<file path="src/hdl/bpd_pkg.sv">
// Shared widths and types for the box pair distance pipeline.
package bpd_pkg;

  localparam int COORD_W = 24;
  localparam int SEP_W   = 25;
  localparam int SQ_W    = 2 * COORD_W;
  localparam int SUM_W   = SQ_W + 1;
  localparam int RAD_W   = 2 * SEP_W;
  localparam int REM_W   = SEP_W + 1;
  localparam int TRIAL_W = REM_W + 2;

  typedef logic signed [COORD_W-1:0] coord_t;
  typedef logic [COORD_W-1:0]        gap_t;

  typedef struct packed {
    coord_t near_a_x;
    coord_t near_a_y;
    coord_t near_b_x;
    coord_t near_b_y;
  } point_set_t;

endpackage

</file>
<file path="src/hdl/bpd_isqrt.sv">
// Pipelined floor square root, one root bit per stage, closest points carried alongside.
module bpd_isqrt (
  input  logic                     clk,
  input  logic                     rst,
  input  logic                     in_valid,
  output logic                     in_ready,
  input  logic [bpd_pkg::SUM_W-1:0] radicand,
  input  bpd_pkg::point_set_t      in_points,
  output logic                     out_valid,
  input  logic                     out_ready,
  output logic [bpd_pkg::SEP_W-1:0] root,
  output bpd_pkg::point_set_t      out_points
);
  import bpd_pkg::*;

  localparam int STEPS = SEP_W;

  logic                 vld  [STEPS];
  logic                 en   [STEPS];
  logic [REM_W-1:0]     rem  [STEPS];
  logic [SEP_W-1:0]     rt   [STEPS];
  logic [RAD_W-1:0]     rad  [STEPS];
  point_set_t           pts  [STEPS];

  genvar k;
  generate
    for (k = 0; k < STEPS; k++) begin : g_step
      logic               v_in;
      logic [REM_W-1:0]   rem_in;
      logic [SEP_W-1:0]   rt_in;
      logic [RAD_W-1:0]   rad_in;
      point_set_t         pts_in;
      logic [TRIAL_W-1:0] trial;
      logic [TRIAL_W:0]   diff;
      logic               en_next;

      if (k == 0) begin : g_first
        assign v_in   = in_valid;
        assign rem_in = '0;
        assign rt_in  = '0;
        assign rad_in = {{(RAD_W-SUM_W){1'b0}}, radicand};
        assign pts_in = in_points;
      end else begin : g_rest
        assign v_in   = vld[k-1];
        assign rem_in = rem[k-1];
        assign rt_in  = rt[k-1];
        assign rad_in = rad[k-1];
        assign pts_in = pts[k-1];
      end

      if (k == STEPS - 1) begin : g_last
        assign en_next = out_ready;
      end else begin : g_mid
        assign en_next = en[k+1];
      end

      // A stage moves when it is empty or its successor takes its word.
      assign en[k] = !vld[k] || en_next;

      assign trial = {rem_in, rad_in[RAD_W-1 -: 2]};
      assign diff  = {1'b0, trial} - {2'b00, rt_in, 2'b01};

      always_ff @(posedge clk) begin
        if (rst) begin
          vld[k] <= 1'b0;
        end else if (en[k]) begin
          vld[k] <= v_in;
        end
      end

      always_ff @(posedge clk) begin
        if (en[k]) begin
          rad[k] <= {rad_in[RAD_W-3:0], 2'b00};
          pts[k] <= pts_in;
          if (!diff[TRIAL_W]) begin
            rem[k] <= diff[REM_W-1:0];
            rt[k]  <= {rt_in[SEP_W-2:0], 1'b1};
          end else begin
            rem[k] <= trial[REM_W-1:0];
            rt[k]  <= {rt_in[SEP_W-2:0], 1'b0};
          end
        end
      end
    end
  endgenerate

  assign in_ready   = en[0];
  assign out_valid  = vld[STEPS-1];
  assign root       = rt[STEPS-1];
  assign out_points = pts[STEPS-1];
endmodule

</file>
<file path="config.mk">
export PLATFORM = sky130hd
export DESIGN_NAME = bpd_isqrt
export DESIGN_NICKNAME = d
export VERILOG_FILES = /design/src/hdl/bpd_pkg.sv /design/src/hdl/bpd_isqrt.sv
export SDC_FILE = /design/constraint.sdc
export NUM_CORES = 2
export LEC_CHECK = 0
export BUFFER_PORTS_ARGS = -buffer_cell sky130_fd_sc_hd__buf_2
export CAP_MARGIN = 20
export CORE_AREA = 5 5 475 477
export CTS_CLUSTER_SIZE = 40
export DETAILED_ROUTE_END_ITERATION = 10
export DIE_AREA = 0 0 480 482
export MAX_ROUTING_LAYER = met4
export PLACE_DENSITY = 0.84
export SLEW_MARGIN = 5
export SYNTH_ARGS = -nofsm -noshare
export SYNTH_HDL_FRONTEND = slang
export SYNTH_MEMORY_MAX_BITS = 65536
export SYNTH_SLANG_ARGS = --single-unit
</file>
<file path="constraint.sdc">
create_clock -name clk -period 28.5 [get_ports clk]
set_clock_uncertainty 0.2 [all_clocks]
set_input_delay 7.125 -clock clk [delete_from_list [all_inputs] [get_ports clk]]
set_output_delay 7.125 -clock clk [all_outputs]
set_load 0.02 [all_outputs]
</file>
== After elaboration in Yosys (flattened, before gate mapping) ==
Memories as Yosys holds them, arrays and structs flattened.
Cells that the tools add are included.

* Bits in registers: 0
* Memory bits (writable): 4900
* Input port bits: 149
* Output and inout port bits: 123
* Logic and storage cells: 482
* Memories kept: 5

{| class="wikitable"
|+ Memories
! memory !! words !! width !! read ports !! clocked after Yosys merged registers in !! write ports !! line !! source
|-
| pts || 25 || 96 || 25 || 0 || 25 || bpd_isqrt.sv:23 || <nowiki>point_set_t pts [STEPS];</nowiki>
|-
| rad || 25 || 48 || 24 || 0 || 25 || bpd_isqrt.sv:22 || <nowiki>logic [RAD_W-1:0] rad [STEPS];</nowiki>
|-
| rem || 25 || 26 || 24 || 0 || 25 || bpd_isqrt.sv:20 || <nowiki>logic [REM_W-1:0] rem [STEPS];</nowiki>
|-
| rt || 25 || 25 || 25 || 0 || 25 || bpd_isqrt.sv:21 || <nowiki>logic [SEP_W-1:0] rt [STEPS];</nowiki>
|-
| vld || 25 || 1 || 25 || 0 || 25 || bpd_isqrt.sv:18 || <nowiki>logic vld [STEPS];</nowiki>
|}

* Add/sub/neg operators: 25
* Mux-type cells: 327
* Bitwise logic cells: 75
* Reduce and logical (&&, ||, !) cells: 50

{| class="wikitable"
|+ Operator list
! operator !! count
|-
| subtractor 28 x 27 -> 29 bit || 24
|-
| 2-to-1 mux 26 bit || 25
|-
| 2-to-1 mux 25 bit || 25
|-
| 2-to-1 mux 1 bit || 277
|-
| bitwise OR 1 bit || 75
|-
| zero test 1 bit || 25
|-
| logical OR 1 bit || 25
|-
| subtractor 1 x 1 -> 2 bit, second input constant || 1
|}

== Depth between registers and ports, before layout ==
An unclocked memory read counts as a cell.

* Word-level depth: 31
* Gate-level depth with buffers: 14
* Gate-level depth less buffers: 11

== Least setup slack after synthesis ==
OpenSTA, ideal clock, no wires.

* Kind: in2out
* Start: input port out_ready
* End: output port in_ready
* Arrival time: 13007 ps
* Required time: 21175 ps
* Path slack: 8168 ps
* Stages: 7
* Buffers on the path: 2
* Cell sequence: and4b_1 > buf_2 > inv_2 > nor4_1 > and3_1 > clkbuf_1 > nand3_1

* Word-level cells in the longest chain between the ends: 25

{| class="wikitable"
|+ Ends and longest elaborated chain
! item !! line !! source
|-
| start, declared || bpd_isqrt.sv:10 || <nowiki>input logic out_ready,</nowiki>
|-
| logical OR 1 bit (3 in series) || bpd_isqrt.sv:58 || <nowiki>assign en[k] = !vld[k] || en_next;</nowiki>
|-
| via g_step[21].en_next || bpd_isqrt.sv:35 || <nowiki>logic en_next;</nowiki>
|-
| logical OR 1 bit (22 in series) || bpd_isqrt.sv:58 ||
|-
| end, declared || bpd_isqrt.sv:6 || <nowiki>output logic in_ready,</nowiki>
|}

The timed path passes the listed nets, and every way through them passes these cells.

== Final worst setup path ==
Same ends and word-level chain as after synthesis.

==> results.sh <==
export IMPL_powerDensity_mw_per_mm2=84.3
export IMPL_grt_max_degree=98
export IMPL_r2r_start="vld[1][7]"
export IMPL_drv_slew=0
export IMPL_path_delay_family="simple AND/OR/NAND/NOR gates"
export IMPL_whs_path_depth=0
export IMPL_grt_pass1_wl_um=451000
export IMPL_pin_count=272
export IMPL_synth_simple_area_share=0.0484
export IMPL_syn_avg_cell_area_um2=18.4
export IMPL_synth_area_top_cells="edfxtp_1 (83%), ha_1 (2.9%), xnor2_1 (1.5%)"
export IMPL_core_mm2=0.221
export IMPL_dieArea_mm2=0.231
export IMPL_htreeDepth=5
export IMPL_yosysTopAreaCell="edfxtp_1"
export IMPL_yosys_mux_area_fraction=0.00769
export IMPL_outcome="complete, no violations"
export IMPL_finalSetupViolCount=0
export IMPL_synth_adder_area_share=0.0288
export IMPL_critPathLaunchType="input port"
export IMPL_finalPower_w=0.0135
export IMPL_drive_above_1_share=0.120
export IMPL_crit_arrival_ns=10.75
export IMPL_num_rows=173
export IMPL_synth_compound_area_share=0.0456
export IMPL_syn_inst=7750
export IMPL_ys_seq_area_frac=0.828
export IMPL_synth_top_area_frac=0.828
export IMPL_avgViaCountPerCell=6.16
export IMPL_tightest_slew_ns=1.17
export IMPL_holdPathEnd="pts[0][508]"
export IMPL_synthArstFlopShare=0
export IMPL_crit_buf_inv=4
export IMPL_critPathMaxFanout=44
export IMPL_hpwl_um=158000
export IMPL_ant_nets=0
export IMPL_hold_buffers=0
export IMPL_syn_cell_area_mm2=0.143
export IMPL_ys_ff_latch=3935
export IMPL_final_cells=11669
export IMPL_die_h_um=482
export IMPL_min_path_type="flop to flop"
export IMPL_cts_root_buf="clkbuf_16"
export IMPL_wirelength_um=308000
export IMPL_die_x_um=480
export IMPL_final_nets=8865
export IMPL_dp_cells=10964
export IMPL_final_core_util=0.726
export IMPL_grt_total_usage=0.266
export IMPL_final_min_clock_period_ns=18.08
export IMPL_rr_endpoint="rem[1][116]"
export IMPL_ys_warn_count=0
export IMPL_p_leak_nw=61.9
export IMPL_port_buffers=271
export IMPL_crit_path_frequent_cell="buf_2"
export IMPL_synth_main_ff_cell="edfxtp_1"
export IMPL_end_kind="output port"
export IMPL_ctsResizeCount=0
export IMPL_cap_violations=0
export IMPL_area_growth_pct=12.4
export IMPL_clockBufferDepth=4
export IMPL_cts_sinks=3935
export IMPL_antenna_found_initial=24
export IMPL_first_global_vias=73043
export IMPL_globalplace_congestion=0.940
export IMPL_slowest_stage="nor4_1"
export IMPL_r2r_slack_ns=22.81
export IMPL_synthTopCellsByCount="edfxtp_1 (3934), inv_1 (442), nor2_1 (374), a21oi_1 (335), ha_1 (328)"
export IMPL_hold_viol_final=0
export IMPL_cp_required_ns=21.17
export IMPL_drc_errors=0
export IMPL_start_util=0.646
export IMPL_cts_setup_buffers=0
export IMPL_clock_latency_ns=1.02
export IMPL_fin_setup_tns_ns=0
export IMPL_worst_r2r_path_depth=12
export IMPL_path_clk_slew_ns=0.07
export IMPL_crit_type="input port to output port"
export IMPL_clock_fmax_mhz=55.3
export IMPL_wl_per_cell_um=26.4
export IMPL_numCtsBuffers=378
export IMPL_vias=71859
export IMPL_dr_first_iter_drc_count=8870
export IMPL_critical_path_max_stage_delay_ns=0.69
export IMPL_maxSlewHeadroom=0.197
export IMPL_synth_enable_flop_cells=3934
export IMPL_cp_cell_sequence="buf_2 > and4b_1 > inv_6 > nor4_1 > buf_4 > and3_1 > nand3_4 > buf_2"
export IMPL_synthXorXnorAreaFrac=0.0276
export IMPL_synth_cell_type_count=88
export IMPL_drtPass1Iterations=10
export IMPL_synth_top_family_by_area="simple AND/OR/NAND/NOR gates"
export IMPL_min_delay_start="pts[0][412]"
export IMPL_period_share=0.634
export IMPL_hold_ws_ns=0.160
export IMPL_rsz0062_at_grt="false"
export IMPL_yosysMostFrequentCell="edfxtp_1"
export IMPL_vdd_drop_max_mv=0.0774
export IMPL_synth_nets=8227
export IMPL_cts_tree="yes"
export IMPL_grt_overflow_total=0
## where the power goes
part | switching (W) | internal [W]
sequential | 0.000394 | 0.00700
combinational | 0.000655 | 0.000479
clock | 0.00222 | 0.00279
total | 0.00326 | 0.0103
## layout make-up
class,instances,area [um^2]
Tap cell,2975,3720
Clock inverter,211,2020
Timing Repair Buffer,342,2200
Inverter,448,1740
Multi-Input combinational cell,3283,22700
Antenna cell,21,52.6
Clock buffer,454,9870
Sequential cell,3935,118000
Fill cell,11696,60500
## layer usage
layer,global-route usage,part of all wire
met5,-,0
met4,0.131,0.069
met3,0.0496,0.081
met2,0.450,0.51
met1,0.312,0.34
## per-stage QoR
stage / area, um^2 / setup slack [ns]
3_5_place_dp: 148000 / 10.54
5_1_grt: 160000 / 10.31
2_1_floorplan: 143000 / 8.17
4_1_cts: 160000 / 10.49
6_report: 160000 / 10.42
3_3_place_gp: 148000 / 10.71
## registers in the layout, indices dropped and copies added, names as in the netlist
name,count
pts,2400
rad,600
rem,585
rt,325
vld,25
## cells in the final DEF (no fill, tap or decap), drive strengths merged, types with 23 or more instances in the layout
master | synthesis | final
clkbuf | 71 | 455
or2 | 33 | 33
edfxtp | 3934 | 3934
xnor2 | 240 | 240
mux2 | 93 | 93
nor2b | 45 | 45
nand2 | 287 | 287
nor2 | 375 | 375
o31ai | 31 | 31
ha | 328 | 328
nor3 | 126 | 126
xor2 | 210 | 210
o211ai | 25 | 25
nand3 | 97 | 97
a21boi | 23 | 23
a31oi | 26 | 26
o21ai | 248 | 248
a21o | 86 | 86
buf | 13 | 341
nand2b | 66 | 66
nand4 | 30 | 30
a21oi | 335 | 335
inv | 447 | 457
or4 | 41 | 41
bufinv | 0 | 35
or3 | 62 | 62
nor4 | 68 | 68
and3 | 34 | 34
clkinv | 1 | 150
o21a | 95 | 95
## how the worst max path moves through the flow
stage | from | slack (ns) | cells past startpoint | end
6_report | out_ready | 10.42 | 8 | in_ready
5_1_grt | out_ready | 10.31 | 8 | in_ready
4_1_cts | out_ready | 10.49 | 8 | in_ready
3_5_place_dp | out_ready | 10.54 | 8 | in_ready
3_3_place_gp | out_ready | 10.71 | 8 | in_ready
2_1_floorplan | out_ready | 8.17 | 7 | in_ready
## cells by family (layout without fill, tap and decap cells)
| group | after synthesis | in the layout |
|---|---|---|
| AO/OA/AOI/OAI | 1039 | 1039 |
| XOR/XNOR | 450 | 450 |
| adder cells (fa/ha/maj) | 328 | 328 |
| buffers and inverters | 532 | 1455 |
| flip-flops | 3935 | 3935 |
| multiplexers | 98 | 98 |
| other | 0 | 21 |
| AND/OR/NAND/NOR | 1368 | 1368 |
Power figures use the tool's default switching activity.
