[config.mk]
export PLATFORM = sky130hd
export DESIGN_NAME = bpd_axis
export DESIGN_NICKNAME = d
export VERILOG_FILES = /design/src/hdl/bpd_pkg.sv /design/src/hdl/bpd_axis.sv
export SDC_FILE = /design/constraint.sdc
export NUM_CORES = 1
export LEC_CHECK = 0
export BUFFER_PORTS_ARGS = -buffer_cell sky130_fd_sc_hd__buf_2
export CORE_AREA = 2 2 130 132
export DETAILED_ROUTE_END_ITERATION = 8
export DIE_AREA = 0 0 132 134
export SLEW_MARGIN = 0
export SYNTH_ARGS = -nofsm -noshare
export SYNTH_HDL_FRONTEND = slang
export SYNTH_SLANG_ARGS = --single-unit
[constraint.sdc]
create_clock -name vclk -period 9.25
set_input_delay 0.925 -clock vclk [all_inputs]
set_output_delay 0.925 -clock vclk [all_outputs]
set_load 0.05 [all_outputs]
[src/hdl/bpd_pkg.sv]
// Shared widths and types for the box pair distance pipeline.
package bpd_pkg;

  localparam int COORD_W = 24;
  localparam int SEP_W   = 25;
  localparam int SQ_W    = 2 * COORD_W;
  localparam int SUM_W   = SQ_W + 1;
  localparam int RAD_W   = 2 * SEP_W;
  localparam int REM_W   = SEP_W + 1;
  localparam int TRIAL_W = REM_W + 2;

  typedef logic signed [COORD_W-1:0] coord_t;
  typedef logic [COORD_W-1:0]        gap_t;

  typedef struct packed {
    coord_t near_a_x;
    coord_t near_a_y;
    coord_t near_b_x;
    coord_t near_b_y;
  } point_set_t;

endpackage

[src/hdl/bpd_axis.sv]
// One axis: classifies the pair of intervals, gives the gap and the two closest points.
module bpd_axis (
  input  bpd_pkg::coord_t amin,
  input  bpd_pkg::coord_t amax,
  input  bpd_pkg::coord_t bmin,
  input  bpd_pkg::coord_t bmax,
  output bpd_pkg::gap_t   gap,
  output bpd_pkg::coord_t pa,
  output bpd_pkg::coord_t pb
);
  import bpd_pkg::*;

  logic signed [COORD_W:0] diff_ab;
  logic signed [COORD_W:0] diff_ba;
  logic signed [COORD_W:0] mid_sum;
  logic signed [COORD_W:0] mid_half;
  logic                    a_beyond;
  logic                    b_beyond;

  assign a_beyond = amin > bmax;
  assign b_beyond = bmin > amax;
  assign diff_ab  = {amin[COORD_W-1], amin} - {bmax[COORD_W-1], bmax};
  assign diff_ba  = {bmin[COORD_W-1], bmin} - {amax[COORD_W-1], amax};

  // Midpoint of bmin and amax when bmin >= amin, else of amin and bmax; the arithmetic shift floors.
  assign mid_sum  = (bmin >= amin) ? ({amax[COORD_W-1], amax} + {bmin[COORD_W-1], bmin})
                                   : ({amin[COORD_W-1], amin} + {bmax[COORD_W-1], bmax});
  assign mid_half = mid_sum >>> 1;

  always_comb begin
    if (a_beyond) begin
      gap = diff_ab[COORD_W-1:0];
      pa  = amin;
      pb  = bmax;
    end else if (b_beyond) begin
      gap = diff_ba[COORD_W-1:0];
      pa  = amax;
      pb  = bmin;
    end else begin
      gap = '0;
      pa  = mid_half[COORD_W-1:0];
      pb  = mid_half[COORD_W-1:0];
    end
  end
endmodule

== Yosys cells after proc, flatten, opt, wreduce, memory -nomap -nowiden ==
Cells that the tools add are included.
W data, S select, Z words.

* Register bits: 0
* Input port bits: 96
* Output and inout bits: 72
* Logic and storage cells: 14

* $add $sub $neg: 4
* Order comparisons: 3
* Muxes and demuxes: 7

{| class="wikitable"
|+ Operators by type and width
! cell !! number
|-
| $mux W24 || 6
|-
| $add A24 B24 Y25 || 2
|-
| $gt A24 B24 Y1 || 2
|-
| $sub A24 B24 Y24 || 2
|-
| $mux W25 || 1
|-
| $ge A24 B24 Y1 || 1
|}

== Depth between registers and ports, before layout ==
Gate-level depths: netlist of run 1.

* Depth after elaboration: 4
* Gate-level depth with buffers: 15
* Depth with buffers taken out: 13

== Worst setup path after synthesis of run 1 ==
OpenSTA, ideal clock, no wires.

* Path kind: input to output
* Start: in bmax[14]
* End: out gap[19]
* Data arrival time: 4.288 ns
* Data required time: 8.325 ns
* Path slack: 4.037 ns
* Stages on the path: 11
* Path buffers: 2
* Cell sequence: inv_1 ha_1 buf_2 nand4_2 or4_1 or4b_1 o21ai_2 a31o_4 nand2b_1 buf_2 o32ai_1

* Longest elaborated chain between the ends: 2
* Elaborated cells on any way between the ends: 3
* Those cells by class: add/sub: 1; order compare: 1; mux: 1

{| class="wikitable"
|+ RTL lines
! element !! RTL line !! text
|-
| from (decl) || bpd_axis.sv:6 || <nowiki>input bpd_pkg::coord_t bmax,</nowiki>
|-
| $sub A24 B24 Y24 / $gt A24 B24 Y1 (equally long branches) || bpd_axis.sv:22, bpd_axis.sv:20 ||
|-
| $mux W24 (*) || bpd_axis.sv:31 || <nowiki>if (a_beyond) begin</nowiki>
|-
| to (decl) || bpd_axis.sv:7 || <nowiki>output bpd_pkg::gap_t gap,</nowiki>
|}

Every way passes the cells marked *; elsewhere a longest branch is shown, timed or not.

== Worst setup path after layout of run 1 ==
* Start: in amin[0]
* End: out pa[6]

* Longest elaborated chain between the ends: 4
* Elaborated cells on any way between the ends: 6
* Those cells by class: add/sub: 1; order compare: 2; mux: 3

{| class="wikitable"
|+ RTL lines
! element !! RTL line !! text
|-
| from (decl) || bpd_axis.sv:3 || <nowiki>input bpd_pkg::coord_t amin,</nowiki>
|-
| $add A24 B24 Y25 / $ge A24 B24 Y1 (equally long branches) || bpd_axis.sv:27, bpd_axis.sv:26 ||
|-
| $mux W25 || bpd_axis.sv:26 || <nowiki>assign mid_sum = (bmin >= amin) ? ({amax[COORD_W-1], amax} + {bmin[COORD_W-1], bmin})</nowiki>
|-
| $mux W24 || bpd_axis.sv:35 || <nowiki>end else if (b_beyond) begin</nowiki>
|-
| $mux W24 (*) || bpd_axis.sv:31 ||
|-
| to (decl) || bpd_axis.sv:8 || <nowiki>output bpd_pkg::coord_t pa,</nowiki>
|}

Marked as above.

==> impl_metrics.json, run 1 <==
{
  "nClkBuffers": 0,
  "synthCells": 980,
  "tightest_slew_ns": 1.28,
  "ant_nets": 0,
  "slew_headroom_pct": 14.6,
  "synth.top_cells.by_count": "120 x ha_1, 112 x inv_1, 90 x a21oi_1",
  "syn-cell-area_sq_um": 6750,
  "p_leak_nw": 3.72,
  "syn-num-nets": 1200,
  "synth_most_common_cell": "ha_1",
  "ctsHoldBuffers": 0,
  "io_pins": 168,
  "fp.dieW_um": 132,
  "min_period_ns": 5.98,
  "yosysUniqueCellTypes": 76,
  "final_hold_viol_count": 0,
  "cp_max_fo": 33,
  "critPathKind": "in2out",
  "max-vdd-ir-drop_mv": 0.0857,
  "drv_slew": 0,
  "gp_congestion": 1.01,
  "cts_resized": 0,
  "routed_via_density": 6.15,
  "finalCritPeriodShare_pct": 64.6,
  "hp-start": "amax[21]",
  "setup_tns_ns": 0,
  "synth_fa_ha_area_share_pct": 23.4,
  "ys_top_cells_by_area": "ha_1 22%, xnor2_1 8.2%, a21oi_1 6.7%",
  "path_depth": 14,
  "dieArea_sq_um": 17700,
  "place_area_sq_um": 7610,
  "wl_um": 28400,
  "final_cell_area_sq_um": 7610,
  "io_buffers": 168,
  "final_cells": 1316,
  "initial_core_util_pct": 41.4,
  "fillCellCount": 1763,
  "synth_top_area_share_pct": 22.3,
  "synth_compound_area_share_pct": 36.6,
  "cts_setup_buffers": 0,
  "drc": 0,
  "cp.required_ns": 8.33,
  "antenna_cells": 0,
  "hold_path_depth": 3,
  "rows": 47,
  "seq_area_frac_synth_pct": 0,
  "regArea_sq_um": 0,
  "outcome": "finished clean",
  "cp_top_family": "simple AND/OR/NAND/NOR gates",
  "grt_usage_pct": 30.1,
  "dp_cells": 1316,
  "area_growth_pct": 12.9,
  "fmax_mhz": 167,
  "synth_xor_area_share_pct": 10.1,
  "drv_cap": 0,
  "grt_pass1_wl_um": 41600,
  "synth_mux_area_share_pct": 0.519,
  "drt-initial-drc-count": 907,
  "avgSynthCellArea_sq_um": 6.88,
  "first_pass_iters": 7,
  "hold_path_class": "in2out",
  "path_cells": "buf_2 -> inv_1 -> ha_1 -> inv_1 -> fa_1 -> nand3_1 -> a21oi_1 -> or3_1 -> a21oi_1 -> or2_1 -> a31o_4 -> nand2b_1 -> o221ai_1 -> buf_2",
  "cp-start-kind": "primary input",
  "synth_top_cell_by_area": "ha_1",
  "worstSetupEndpointType": "primary output",
  "multi_input_comb_area_sq_um": 6050,
  "dieHeight_um": 134,
  "drive_gt1_share_pct": 18.1,
  "yosys.area_share.simple_pct": 18.9,
  "whs_ns": 2.35,
  "crit_buf_inv": 4,
  "nNetsFinal": 1318,
  "cellPowerDensity_nw_per_um2": 121,
  "core_sq_um": 16300,
  "rsz0062_at_grt": "no",
  "setup_viol": 0,
  "grt_start_max_net_pins": 46,
  "flops_and_latches": 0,
  "wl_per_cell_um": 21.6,
  "dp_hpwl_um": 23700,
  "ys_warn_count": 0,
  "crit_arrival_ns": 5.05,
  "total_power_mw": 0.920,
  "vias": 8097,
  "overflow": 0,
  "synth_top_family_by_area": "compound AO/OA/AOI/OAI gates",
  "antenna_found_initial": 0,
  "crit_path_max_incr_delay_ns": 0.79,
  "cp-startpoint": "amin[0]",
  "slowest_stage": "nand2b_1",
  "grt_pass1_vias": 7189
}
through the flow:
| stage | setup WS [ns] | utilization (%) |
|---|---|---|
| floorplan | 4.04 | - |
| global placement | 3.45 | 46.7 |
| detailed placement | 3.41 | 46.7 |
| CTS | 3.40 | 46.7 |
| global route | 3.09 | 46.7 |
| finish | 3.27 | 46.7 |
final timing paths:
kind                      to  slack, ns
worst max-delay path   pa[6]       3.27
worst min-delay path  pa[21]       2.35
final cells by class:
cell class | count | share of cell area [%]
multi-input combinational | 812 | 79.5
timing repair buffer | 170 | 11.2
inverter | 114 | 5.62
tap | 220 | 3.62
worst min-delay path, cell delays in order:
cell,delay [ns]
buf_2,0.11
a221o_1,0.13
buf_2,0.25
routing by layer:
layer  track usage [%]  vias to the layer above  wire (um)
met3              2.91                       55       2820
met5                 0                        -          0
met4              6.76                        0        817
met2              45.5                      429      12000
li1                  -                     3833          -
met1              45.6                     3780      12800
where the power goes:
part	leakage (nW)	switching [mW]	internal [mW]	total, mW
sequential	0	0	0	0
clock	0	0	0	0
combinational	3.72	0.653	0.268	0.920
total	3.72	0.653	0.268	0.920
cells by family (layout without fill, tap and decap cells):
family / after synthesis / in the layout
compound gates: 353 / 353
xor+xnor: 78 / 78
fa+ha+maj: 124 / 124
buf+inv: 168 / 284
mux: 3 / 3
simple gates: 254 / 254
cell usage in the layout (no fill, tap or decap), types with 6 or more instances in the layout:
| master | n |
|---|---|
| a21o_1 | 23 |
| buf_2 | 168 |
| ha_1 | 120 |
| o311ai_0 | 6 |
| nand2_1 | 53 |
| a21oi_1 | 90 |
| nor4_1 | 7 |
| xnor2_1 | 63 |
| a211oi_1 | 19 |
| nor2b_1 | 15 |
| o211ai_1 | 16 |
| xor2_1 | 15 |
| o22ai_1 | 20 |
| a221o_1 | 28 |
| o221ai_1 | 11 |
| nor3_1 | 29 |
| o21bai_1 | 21 |
| or2_2 | 7 |
| nand2b_1 | 12 |
| a2111oi_0 | 6 |
| or3_1 | 8 |
| nor2_1 | 73 |
| a22oi_1 | 14 |
| o21a_1 | 7 |
| nand3_1 | 13 |
| nand4_1 | 13 |
| o31ai_1 | 12 |
| inv_1 | 112 |
| a31oi_1 | 6 |
| o21ai_0 | 37 |
Note: power is estimated with default switching activity, not from simulation.
==> run 2, diff against run 1 <==
--- a/config.mk
+++ b/config.mk
@@ -9,6 +9,7 @@
 export CORE_AREA = 2 2 130 132
 export DETAILED_ROUTE_END_ITERATION = 8
 export DIE_AREA = 0 0 132 134
+export PLACE_DENSITY = 0.67
 export SLEW_MARGIN = 0
 export SYNTH_ARGS = -nofsm -noshare
 export SYNTH_HDL_FRONTEND = slang
==> constraint.sdc (replaced) <==
create_clock -name vclk -period 5
set_input_delay 0.5 -clock vclk [all_inputs]
set_output_delay 0.5 -clock vclk [all_outputs]
set_load 0.05 [all_outputs]
==> run 2 against run 1 <==
  * Via count fell by 0.51%
  * Setup slack lost 2.9 ns
  * Cell area is 0.89% higher
  * Wire length is 5.0% lower
  * Utilization rose by 0.41 points
  * Critical path type unchanged
  * Largest power group unchanged
==> impl_metrics.json, run 2 (synthesis results as in run 1) <==
{
  "critPathKind": "in2out",
  "wl_per_cell_um": 20.4,
  "rows": 47,
  "grt_start_max_net_pins": 31,
  "dieHeight_um": 134,
  "place_area_sq_um": 7680,
  "grt_pass1_vias": 7341,
  "io_pins": 168,
  "routed_via_density": 6.08,
  "initial_core_util_pct": 41.4,
  "max-vdd-ir-drop_mv": 0.115,
  "fp.dieW_um": 132,
  "overflow": 0,
  "cellPowerDensity_nw_per_um2": 221,
  "flops_and_latches": 0,
  "total_power_mw": 1.70,
  "gp_congestion": 1.00,
  "core_sq_um": 16300,
  "tightest_slew_ns": 1.13,
  "vias": 8056,
  "slew_headroom_pct": 22.9,
  "io_buffers": 168,
  "final_util_pct": 47.2,
  "drive_gt1_share_pct": 18.7,
  "antenna_found_initial": 0,
  "crit_arrival_ns": 4.12,
  "cp.required_ns": 4.50,
  "cp-start-kind": "primary input",
  "nClkBuffers": 0,
  "final_cell_area_sq_um": 7680,
  "regArea_sq_um": 0,
  "crit_path_max_incr_delay_ns": 0.91,
  "cts_resized": 0,
  "finalCritPeriodShare_pct": 92.5,
  "drv_cap": 0,
  "dp_hpwl_um": 22600,
  "outcome": "finished clean",
  "grt_pass1_wl_um": 40700,
  "fillCellCount": 1748,
  "setup_tns_ns": 0,
  "dieArea_sq_um": 17700,
  "cp_max_fo": 19,
  "final_cell_mix": "168 x buf_2, 120 x ha_1, 112 x inv_1",
  "drc": 0,
  "slowest_stage": "mux2i_2",
  "drv_slew": 0,
  "cp_top_family": "compound AO/OA/AOI/OAI gates",
  "grt_usage_pct": 28.9,
  "rsz0062_at_grt": "no",
  "fmax_mhz": 216,
  "first_pass_iters": 7,
  "ctsHoldBuffers": 0,
  "ant_nets": 0,
  "wl_um": 27000,
  "path_cells": "buf_2 -> inv_1 -> ha_1 -> a21o_1 -> a21oi_1 -> a211oi_1 -> a2111oi_0 -> o211ai_1 -> mux2i_2 -> nor2_1 -> a211oi_1 -> a221o_1 -> buf_2",
  "antenna_cells": 0,
  "cts_setup_buffers": 0,
  "worstSetupEndpointType": "primary output",
  "final_hold_viol_count": 0,
  "nNetsFinal": 1327,
  "min_period_ns": 4.62,
  "p_leak_nw": 3.76,
  "final_common_cell": "buf_2",
  "area_growth_pct": 13.9,
  "crit_buf_inv": 3,
  "hold_path_class": "in2out",
  "multi_input_comb_area_sq_um": 6050,
  "setup_viol": 0,
  "drt-initial-drc-count": 779
}
==> run 2: changes by cell type in the layout (fill, tap and decap cells not counted) <==
cell   before  now
buf_4       2   11
==> run 2: final cells by class <==
| cell class | instances | share of cell area (%) |
|---|---|---|
| repair buffers | 179 | 12.0 |
| well taps | 220 | 3.58 |
| inverters | 114 | 5.57 |
| multi-input cells | 812 | 78.8 |
==> run 2: worst paths after layout <==
path              depth (start not counted)  slack (ns)    end  startpoint
setup / recovery                         13        0.38  pb[9]    amin[14]
hold / removal                            4        1.50  pa[0]     amax[0]
==> run 2: stage by stage <==
stage / setup WS, ns / cells / hold WS [ns]
2_1_floorplan: 0.637 / 980 / 1.37
3_3_place_gp: 0.433 / 1325 / 1.49
3_5_place_dp: 0.468 / 1325 / 1.49
4_1_cts: 0.455 / 1325 / 1.49
5_1_grt: 0.115 / 1325 / 1.51
6_report: 0.376 / 1325 / 1.50
==> run 2: worst min-delay path, stage by stage <==
cell and delay, ns:
buf_2 0.11, a22oi_1 0.06, nand2_1 0.06, buf_2 0.26
==> run 2: metal layers <==
layer / global-route usage, % / up-vias / wire length [um]
met3: 3.48 / 50 / 2480
li1: - / 3845 / -
met4: 6.40 / 0 / 877
met5: 0 / - / 0
met2: 46.2 / 408 / 11600
met1: 41.5 / 3753 / 12000
==> run 2: power by group <==
group / internal [mW] / switching (mW)
Combinational: 0.505 / 1.20
Sequential: 0 / 0
Clock: 0 / 0
Total: 0.505 / 1.20
